**config.mk**
```make
export PLATFORM = sky130hd
export DESIGN_NAME = round_robin_task_scheduler_top
export DESIGN_NICKNAME = d
export VERILOG_FILES = /design/src/rtl/rrts_pkg.sv /design/src/rtl/rrts_ctrl.sv /design/src/rtl/rrts_dp.sv /design/src/rtl/round_robin_task_scheduler_top.sv
export SDC_FILE = /design/constraint.sdc
export NUM_CORES = 2
export LEC_CHECK = 0
export ABC_CLOCK_PERIOD_IN_PS = 13300
export BUFFER_PORTS_ARGS = -buffer_cell sky130_fd_sc_hd__buf_2
export CORE_MARGIN = 2
export CORE_UTILIZATION = 35
export CTS_CLUSTER_SIZE = 20
export DETAILED_ROUTE_END_ITERATION = 16
export PLACE_DENSITY = 0.48
export SETUP_SLACK_MARGIN = 0.4
export SLEW_MARGIN = 20
export SYNTH_ARGS = -nofsm -noshare
export SYNTH_HDL_FRONTEND = slang
export SYNTH_HIERARCHICAL = 1
export SYNTH_SLANG_ARGS = --single-unit
```
**constraint.sdc**
```tcl
create_clock -name clk -period 13.3 [get_ports clk]
set_input_delay 3.325 -clock clk [delete_from_list [all_inputs] [get_ports clk]]
set_output_delay 3.325 -clock clk [all_outputs]
set_load 0.02 [all_outputs]
```
**src/rtl/rrts_pkg.sv**
```systemverilog
// ----------------------------------------------------------------------------
// rrts_pkg: shared types and constants of the round-robin task scheduler
// Request payloads, task state codes, opcodes and controller/datapath links.
// ----------------------------------------------------------------------------
package rrts_pkg;

  typedef enum logic [2:0] {
    OP_TICK      = 3'd0,
    OP_YIELD     = 3'd1,
    OP_SLEEP     = 3'd2,
    OP_SUSPEND   = 3'd3,
    OP_RESUME    = 3'd4,
    OP_TERMINATE = 3'd5,
    OP_EXIT      = 3'd6,
    OP_USAGE     = 3'd7
  } opcode_t;

  localparam logic [2:0] ST_READY      = 3'd0;
  localparam logic [2:0] ST_RUNNING    = 3'd1;
  localparam logic [2:0] ST_BLOCKED    = 3'd2;
  localparam logic [2:0] ST_SUSPENDED  = 3'd3;
  localparam logic [2:0] ST_TERMINATED = 3'd4;

  localparam logic [0:0] CFG_TASKS = 1'd0;
  localparam logic [0:0] CFG_STEP  = 1'd1;

  localparam int unsigned PCT_SCALE = 100;

  typedef struct packed {
    logic [2:0]  opcode;
    logic [3:0]  task_id;
    logic [31:0] sleep_ms;
  } req_t;

  typedef struct packed {
    logic [3:0]  running_task;
    logic        running_valid;
    logic        switched;
    logic        status;
    logic [6:0]  usage_percent;
    logic [31:0] task_run_ticks;
    logic [2:0]  addressed_state;
  } rsp_t;

  // controller -> datapath commands
  typedef struct packed {
    logic load;       // capture request, apply opcode front half
    logic wake_step;  // wake test on the scan slot
    logic pick_step;  // round-robin test on the scan slot
    logic commit;     // perform switch from pick result
    logic div_start;  // begin usage division
    logic div_step;   // one restoring division bit
    logic finish;     // build response
  } cmd_t;

  // datapath -> controller status
  typedef struct packed {
    logic need_sched;
    logic need_div;
    logic scan_last;
    logic pick_found;
    logic div_last;
  } sts_t;

endpackage

```
**src/rtl/rrts_ctrl.sv**
```systemverilog
// ----------------------------------------------------------------------------
// rrts_ctrl: scheduler sequencer
// Steps each request through load, then wake scan, pick scan and commit, or division, then response.
// ----------------------------------------------------------------------------
module rrts_ctrl (
  input  logic            clk,
  input  logic            rst,
  input  logic            in_fire,
  input  logic            out_busy,
  input  rrts_pkg::sts_t  sts,
  output rrts_pkg::cmd_t  cmd,
  output logic            idle
);

  typedef enum logic [2:0] {
    S_IDLE, S_DECIDE, S_WAKE, S_PICK, S_COMMIT, S_DIV, S_DONE
  } state_t;

  state_t state, state_next;

  always_comb begin
    state_next = state;
    cmd = '0;
    case (state)
      S_IDLE: begin
        if (in_fire) begin
          cmd.load = 1'b1;
          state_next = S_DECIDE;
        end
      end
      S_DECIDE: begin
        if (sts.need_sched) state_next = S_WAKE;
        else if (sts.need_div) begin
          cmd.div_start = 1'b1;
          state_next = S_DIV;
        end else state_next = S_DONE;
      end
      S_WAKE: begin
        cmd.wake_step = 1'b1;
        if (sts.scan_last) state_next = S_PICK;
      end
      S_PICK: begin
        cmd.pick_step = 1'b1;
        if (sts.scan_last || sts.pick_found) state_next = S_COMMIT;
      end
      S_COMMIT: begin
        cmd.commit = 1'b1;
        state_next = S_DONE;
      end
      S_DIV: begin
        cmd.div_step = 1'b1;
        if (sts.div_last) state_next = S_DONE;
      end
      S_DONE: begin
        if (!out_busy) begin
          cmd.finish = 1'b1;
          state_next = S_IDLE;
        end
      end
      default: state_next = S_IDLE;
    endcase
  end

  always_ff @(posedge clk) begin
    if (rst) state <= S_IDLE;
    else state <= state_next;
  end

  assign idle = (state == S_IDLE);

  a_load_from_idle: assert property (@(posedge clk) disable iff (rst)
    cmd.load |-> $past(state_next == S_IDLE || rst) || state == S_IDLE)
    else $error("load outside idle");
  a_finish_returns: assert property (@(posedge clk) disable iff (rst)
    cmd.finish |=> state == S_IDLE)
    else $error("finish did not return to idle");
  a_no_fire_busy: assert property (@(posedge clk) disable iff (rst)
    !idle |-> !cmd.load)
    else $error("request loaded while busy");

endmodule

```
**src/rtl/rrts_dp.sv**
```systemverilog
// ----------------------------------------------------------------------------
// rrts_dp: scheduler datapath
// Task tables, system time, scan counter and a bit-serial usage divider.
// ----------------------------------------------------------------------------
module rrts_dp #(
  parameter int TASK_SLOTS = 16
) (
  input  logic            clk,
  input  logic            rst,
  input  rrts_pkg::cmd_t  cmd,
  input  rrts_pkg::req_t  req,
  input  logic            cfg_we,
  input  logic            cfg_idx,
  input  logic [9:0]      cfg_data,
  output rrts_pkg::sts_t  sts,
  output rrts_pkg::rsp_t  rsp
);

  localparam int IW = $clog2(TASK_SLOTS);
  localparam int CW = $clog2(TASK_SLOTS + 1);

  logic [2:0]  tstate [TASK_SLOTS];
  logic [31:0] wake   [TASK_SLOTS];
  logic [31:0] runt   [TASK_SLOTS];
  logic [31:0] ltot   [TASK_SLOTS];
  logic [31:0] lrun   [TASK_SLOTS];
  logic [31:0] systime;
  logic [IW-1:0] cur;
  logic          cur_ok;
  logic [4:0]    tasks_cfg;
  logic [9:0]    step_cfg;

  logic [3:0]  tid;
  logic        stat, sw;
  logic        need_sched, need_div;
  logic [CW-1:0] k;
  logic [CW-1:0] cnd;   // pick candidate, walks (cur + k) mod n
  logic          found;
  logic [IW-1:0] pick_idx;
  logic [31:0]   ticks_out;

  // divider
  logic [38:0] dq;   // dividend shifting into quotient
  logic [31:0] drem;
  logic [31:0] dden;
  logic [5:0]  dcnt;

  // effective task count clamped to 1..TASK_SLOTS
  logic [CW-1:0] n;
  always_comb begin
    if (tasks_cfg == 5'd0) n = CW'(1);
    else if (32'(tasks_cfg) > 32'(TASK_SLOTS)) n = CW'(TASK_SLOTS);
    else n = CW'(tasks_cfg);
  end

  logic id_ok, id_ok_l;
  logic [IW-1:0] rid;
  assign id_ok = {28'd0, req.task_id} < 32'(n);
  assign rid   = IW'(req.task_id);

  logic cnd_hit;
  assign cnd_hit = tstate[IW'(cnd)] == rrts_pkg::ST_READY ||
                   tstate[IW'(cnd)] == rrts_pkg::ST_RUNNING;

  logic [IW-1:0] wslot;
  assign wslot = IW'(k);

  // percent product: run delta * 100 as 39 bits
  logic [31:0] dr, dt;
  assign dt = systime - ltot[rid];
  assign dr = runt[rid] - lrun[rid];

  logic [32:0] trial;
  assign trial = {drem, dq[38]} - {1'b0, dden};

  always_ff @(posedge clk) begin
    if (rst) begin
      for (int i = 0; i < TASK_SLOTS; i++) begin
        tstate[i] <= rrts_pkg::ST_READY;
        wake[i] <= '0; runt[i] <= '0; ltot[i] <= '0; lrun[i] <= '0;
      end
      systime <= '0; cur <= '0; cur_ok <= 1'b0;
      tasks_cfg <= 5'd1; step_cfg <= 10'd1;
      need_sched <= 1'b0; need_div <= 1'b0;
      k <= '0; cnd <= '0; found <= 1'b0; stat <= 1'b0; sw <= 1'b0;
      rsp <= '0;
    end else begin
      if (cfg_we) begin
        if (cfg_idx == rrts_pkg::CFG_TASKS) tasks_cfg <= cfg_data[4:0];
        else step_cfg <= cfg_data;
      end
      if (cmd.load) begin
        tid <= req.task_id; id_ok_l <= id_ok;
        stat <= 1'b0; sw <= 1'b0; need_sched <= 1'b0; need_div <= 1'b0;
        ticks_out <= '0; k <= '0; found <= 1'b0;
        cnd <= cur_ok ? CW'(cur) + CW'(1) : '0;
        case (rrts_pkg::opcode_t'(req.opcode))
          rrts_pkg::OP_TICK: begin
            if (cur_ok) runt[cur] <= runt[cur] + 32'(step_cfg);
            systime <= systime + 32'(step_cfg);
            need_sched <= 1'b1;
          end
          rrts_pkg::OP_YIELD: need_sched <= 1'b1;
          rrts_pkg::OP_SLEEP, rrts_pkg::OP_EXIT: begin
            if (cur_ok && cur != '0) begin
              tstate[cur] <= (req.opcode == rrts_pkg::OP_SLEEP) ?
                             rrts_pkg::ST_BLOCKED : rrts_pkg::ST_TERMINATED;
              if (req.opcode == rrts_pkg::OP_SLEEP) wake[cur] <= systime + req.sleep_ms;
              need_sched <= 1'b1;
            end else stat <= 1'b1;
          end
          rrts_pkg::OP_SUSPEND, rrts_pkg::OP_TERMINATE: begin
            if (req.task_id != 4'd0 && id_ok) begin
              tstate[rid] <= (req.opcode == rrts_pkg::OP_SUSPEND) ?
                             rrts_pkg::ST_SUSPENDED : rrts_pkg::ST_TERMINATED;
              need_sched <= cur_ok && rid == cur;
            end else stat <= 1'b1;
          end
          rrts_pkg::OP_RESUME: begin
            if (req.task_id != 4'd0 && id_ok && tstate[rid] == rrts_pkg::ST_SUSPENDED)
              tstate[rid] <= rrts_pkg::ST_READY;
            else stat <= 1'b1;
          end
          default: begin
            if (!id_ok) stat <= 1'b1;
            else begin
              ticks_out <= runt[rid];
              if (dt != 32'd0) begin
                need_div <= 1'b1;
                dden <= dt;
                dq <= {7'd0, dr} * 39'(rrts_pkg::PCT_SCALE);
                ltot[rid] <= systime;
                lrun[rid] <= runt[rid];
              end
            end
          end
        endcase
      end
      if (cmd.wake_step) begin
        if (tstate[wslot] == rrts_pkg::ST_BLOCKED && systime >= wake[wslot])
          tstate[wslot] <= rrts_pkg::ST_READY;
        k <= (k + CW'(1) == n) ? CW'(1) : k + CW'(1);
      end
      // start slot beyond n (n lowered): fold it down first, then test
      if (cmd.pick_step && !found) begin
        if (cnd >= n) cnd <= cnd - n;
        else begin
          if (cnd_hit) begin
            found <= 1'b1;
            pick_idx <= IW'(cnd);
          end
          cnd <= (cnd + CW'(1) == n) ? '0 : cnd + CW'(1);
          k <= k + CW'(1);
        end
      end
      if (cmd.commit && found && !(cur_ok && pick_idx == cur)) begin
        if (cur_ok && tstate[cur] == rrts_pkg::ST_RUNNING) tstate[cur] <= rrts_pkg::ST_READY;
        tstate[pick_idx] <= rrts_pkg::ST_RUNNING;
        cur <= pick_idx; cur_ok <= 1'b1; sw <= 1'b1;
      end
      if (cmd.div_start) begin
        drem <= '0; dcnt <= '0;
      end
      if (cmd.div_step) begin
        if (!trial[32]) begin
          drem <= trial[31:0];
          dq <= {dq[37:0], 1'b1};
        end else begin
          drem <= {drem[30:0], dq[38]};
          dq <= {dq[37:0], 1'b0};
        end
        dcnt <= dcnt + 6'd1;
      end
      if (cmd.finish) begin
        rsp.running_task <= 4'(cur);
        rsp.running_valid <= cur_ok;
        rsp.switched <= sw;
        rsp.status <= stat;
        rsp.usage_percent <= (need_div) ?
          ((dq > 39'(rrts_pkg::PCT_SCALE)) ? 7'(rrts_pkg::PCT_SCALE) : dq[6:0]) : 7'd0;
        rsp.task_run_ticks <= ticks_out;
        rsp.addressed_state <= id_ok_l ? tstate[IW'(tid)] : rrts_pkg::ST_TERMINATED;
      end
    end
  end

  // wake scan starts at slot 0 after load (k=0), wraps k to 1 for the pick pass
  assign sts.need_sched = need_sched;
  assign sts.need_div   = need_div;
  assign sts.scan_last  = cmd.wake_step ? (k + CW'(1) == n) : (k == n && cnd < n);
  assign sts.pick_found = found;
  assign sts.div_last   = (dcnt == 6'd38);

  a_cur_running: assert property (@(posedge clk) disable iff (rst)
    cmd.finish && cur_ok && sw |-> tstate[cur] == rrts_pkg::ST_RUNNING)
    else $error("switched task not running");
  a_sw_sets_valid: assert property (@(posedge clk) disable iff (rst)
    cmd.commit && found |=> cur_ok)
    else $error("commit left no task");
  a_div_bound: assert property (@(posedge clk) disable iff (rst)
    cmd.div_step |-> dcnt <= 6'd38)
    else $error("divider overran");

endmodule

```
**src/rtl/round_robin_task_scheduler_top.sv**
```systemverilog
// ----------------------------------------------------------------------------
// round_robin_task_scheduler_top: hardware round-robin task scheduler
// Applies one scheduler request and returns one response per request.
// ----------------------------------------------------------------------------
// Usage:
//   in_valid/in_ready carry a request (opcode, task_id, sleep_ms).
//   out_valid/out_ready carry the response (running task, switch flag,
//   status, usage percent, run ticks, addressed task state).
//   cfg_we/cfg_idx/cfg_data write tasks_in_use (0) and tick_step (1);
//   write only while no request is in flight.
// Sequencing: one request at a time. A request that reschedules walks the
//   task slots twice (wake pass, pick pass), n being the task count, and
//   first folds the start slot below n when the running task sits beyond
//   a lowered task count.
//   A usage query runs a 39-step shift-subtract divider.
//   Other opcodes go straight to the response.
// Reset (rst, synchronous): all tasks ready, times and counters zero,
//   no task running, tasks_in_use 1, tick_step 1.
// Stall: the response stays in the output register until taken; the
//   next request is accepted once it is taken.
// ----------------------------------------------------------------------------
module round_robin_task_scheduler_top #(
  parameter int TASK_SLOTS = 16
) (
  input  logic            clk,
  input  logic            rst,
  input  logic            in_valid,
  output logic            in_ready,
  input  rrts_pkg::req_t  in_data,
  output logic            out_valid,
  input  logic            out_ready,
  output rrts_pkg::rsp_t  out_data,
  input  logic            cfg_we,
  input  logic            cfg_idx,
  input  logic [9:0]      cfg_data
);

  rrts_pkg::cmd_t cmd;
  rrts_pkg::sts_t sts;
  logic idle;

  assign in_ready = idle && !out_valid;

  // response register: set on finish, cleared when taken
  always_ff @(posedge clk) begin
    if (rst) out_valid <= 1'b0;
    else if (cmd.finish) out_valid <= 1'b1;
    else if (out_ready) out_valid <= 1'b0;
  end

  rrts_ctrl u_ctrl (
    .clk(clk), .rst(rst), .in_fire(in_valid && in_ready),
    .out_busy(out_valid && !out_ready), .sts(sts), .cmd(cmd), .idle(idle)
  );

  rrts_dp #(.TASK_SLOTS(TASK_SLOTS)) u_dp (
    .clk(clk), .rst(rst), .cmd(cmd), .req(in_data),
    .cfg_we(cfg_we), .cfg_idx(cfg_idx), .cfg_data(cfg_data),
    .sts(sts), .rsp(out_data)
  );

  a_one_resp: assert property (@(posedge clk) disable iff (rst)
    out_valid && !out_ready |=> out_valid)
    else $error("response dropped");
  a_no_accept_pending: assert property (@(posedge clk) disable iff (rst)
    out_valid |-> !in_ready)
    else $error("accepted with response pending");
  a_finish_free: assert property (@(posedge clk) disable iff (rst)
    cmd.finish |-> !out_valid || out_ready)
    else $error("response overwritten");

endmodule
```
==> flow_metrics.tcl <==
set metrics [dict create \
    final_cell_mix "edfxtp_1 (2198), nor2_1 (2164), mux4_2 (819), nand2_1 (485), inv_1 (329)" \
    clock_skew_ns 0.0528 \
    path_class "in -> reg" \
    vias 77149 \
    grt_max_degree 129 \
    dieArea_um2 344000 \
    layout_commonest_cell "edfxtp_1" \
    status "finished clean" \
    synth-main-ff-cell "edfxtp_1" \
    yosysWarnings 6 \
    grt_use_met1 0.311 \
    grt_overflow 0 \
    gp_congestion 0.890 \
    clk_path_buf_depth 4 \
    rsz0062_at_grt "no" \
    drt_iter0_drc 7642 \
    start_util 0.352 \
    clock_sinks 2378 \
    drv_slew 0 \
    cap_violations 0 \
    io_buffers 105 \
    crit_path_end_kind "flop" \
    firstDrtPassIters 6 \
    ctsHoldBuffers 0 \
    die_y_um 586 \
    synth_area_per_cell_um2 13.2 \
    synth-seq-cells 2378 \
    arrival_ns 12.11 \
    wirelength_um 401000 \
    fmax_mhz 87.3 \
    cts_root_buf "clkbuf_16" \
    layout-area-overhead-vs-synth_pct 12.9 \
    vdd_drop_max_uv 269 \
    clk_pin_slew_ns 0.06 \
    worst_pin_slew_ns 1.15 \
    synth_edf_count 2198 \
    drive_above_1_share 0.188 \
    nNetsFinal 9399 \
    leakagePower_nw 46.2 \
    fin_crit_sh 0.861 \
    h-tree-depth 5 \
    grt_use_total 0.232 \
    setup_tns_ns 0 \
    wl_per_cell_um 29.2 \
    cts_buffers 279 \
    core-area_um2 337000 \
    insertion_delay_ns 0.92 \
    powerDensity_nw_per_um2 168 \
    antenna_found_initial 21 \
    met3_usage 0.0327 \
    async_flop_share 0 \
    timing.slew.headroom 0.225 \
    period_needed_ns 11.46 \
    cts_resized 0 \
    syn-cell-area_um2 119000 \
    yosysSeqAreaShare 0.586 \
    drc 0 \
    die_w_um 586 \
    rows 213 \
    p_total_w 0.0226 \
    cp-start-kind "input port" \
    cts_tree "yes" \
    setup_viol 0 \
    num-fill-cells 31501 \
    grtUsageMet2 0.388 \
    hold_viol 0 \
    vias_per_cell 5.61 \
    final_util 0.398 \
    synth_cell_types 90 \
    ios 106 \
    hold_class "reg -> reg" \
    antenna_left 0 \
    cp.required_ns 13.96 \
    cp_max_fo 60 \
    gr-max-usage-layer "met2" \
    cts_setup_buffers 0 \
    syn-instance-count 8972 \
    grt_pass1_vias 78889 \
    hpwl_um 233000 \
    grt_pass1_wl_um 574000 \
]
synthesized netlist by cell type, drive strengths merged, types with 102 or more instances:
master     n  area (um^2)
nand3    110          551
nand2    506         1900
nor2    2171         8150
xnor2    122         1070
inv      331         1240
ha       296         3700
xor2     105          935
clkbuf   407         1530
dfxtp    180         3600
mux4     819        18400
o21ai    170          855
nor3     145          726
and2     102          638
buf      209         1200
a21oi    255         1290
edfxtp  2198        66000
layout make-up:
type / count / area [um^2] / area share
multi-input cells: 5677 / 46100 / 0.344
clock inverters: 135 / 1310 / 0.00979
clock buffers: 361 / 7510 / 0.0561
inverters: 332 / 1250 / 0.00931
diodes: 12 / 30.0 / 0.000224
well taps: 4515 / 5650 / 0.0421
repair buffers: 346 / 2590 / 0.0194
flip-flops and latches: 2378 / 69600 / 0.520
cell families after synthesis:
logic type,synth area share
other,0.0000316
buffers and inverters,0.0335
xor gates and xnor gates,0.0169
AOI/OAI and AO/OA,0.0456
adders and majority gates,0.0369
DFF,0.586
muxes,0.161
and+or+nand+nor,0.119
where the power goes:
part | switching (W) | leakage (nW) | total [W] | internal, W
Combinational | 0.00359 | 18.2 | 0.00612 | 0.00253
Sequential | 0.000187 | 23.7 | 0.00889 | 0.00871
Clock | 0.00320 | 4.31 | 0.00756 | 0.00436
worst max-delay path: stages:
cell       delay (ns)
buf_8            0.51
buf_4            0.34
mux4_2           0.51
mux4_2           0.58
ha_1             0.40
and2_1           0.18
a22oi_1          0.22
nand2b_1         0.12
a21o_1           0.22
a221o_1          0.40
a41oi_1          0.42
o21ai_1          0.21
a311o_1          0.48
a2111oi_0        0.49
nor3_1           0.18
xor2_1           0.23
ha_1             0.28
ha_1             0.29
fa_1             0.46
ha_1             0.24
or3_1            0.32
a211oi_1         0.35
nor4_1           0.15
o21a_1           0.22
o311a_1          0.30
or3_1            0.30
a31o_2           0.24
final timing paths:
path,from,end,slack (ns),cells past startpoint
max,in_data[32],u_dp/dq[37],1.84,27
max reg2reg,u_dp/runt[11][1],u_dp/dq[37],4.69,25
min reg2reg,u_dp/tid[0],flop,0.44,2
min,u_dp/tid[0],flop,0.44,2
routing by layer:
metal | part of all wire | up-vias
met4 | 0.033 | 4
met5 | 0.000077 | -
met3 | 0.066 | 585
met2 | 0.48 | 2908
li1 | - | 33243
met1 | 0.42 | 40409
sequential cells by signal (all words and copies together) (netlist names), 39 cells and up, named ones only:
signal       count
u_dp/runt      512
u_dp/ltot      512
u_dp/rsp        49
u_dp/dq         39
u_dp/tstate     48
u_dp/wake      512
u_dp/lrun      512
stage by stage:
step | std cells | area (um^2) | worst slack (ns) | hold WS, ns
2_1_floorplan | 9003 | 119000 | 0.989 | 0.416
3_3_place_gp | 13248 | 125000 | 0.985 | 0.430
3_5_place_dp | 13248 | 125000 | 0.962 | 0.437
4_1_cts | 13744 | 134000 | 1.93 | 0.445
5_1_grt | 13751 | 134000 | 1.20 | 0.470
6_report | 13756 | 134000 | 1.84 | 0.442
Power figures use the tool's default switching activity.
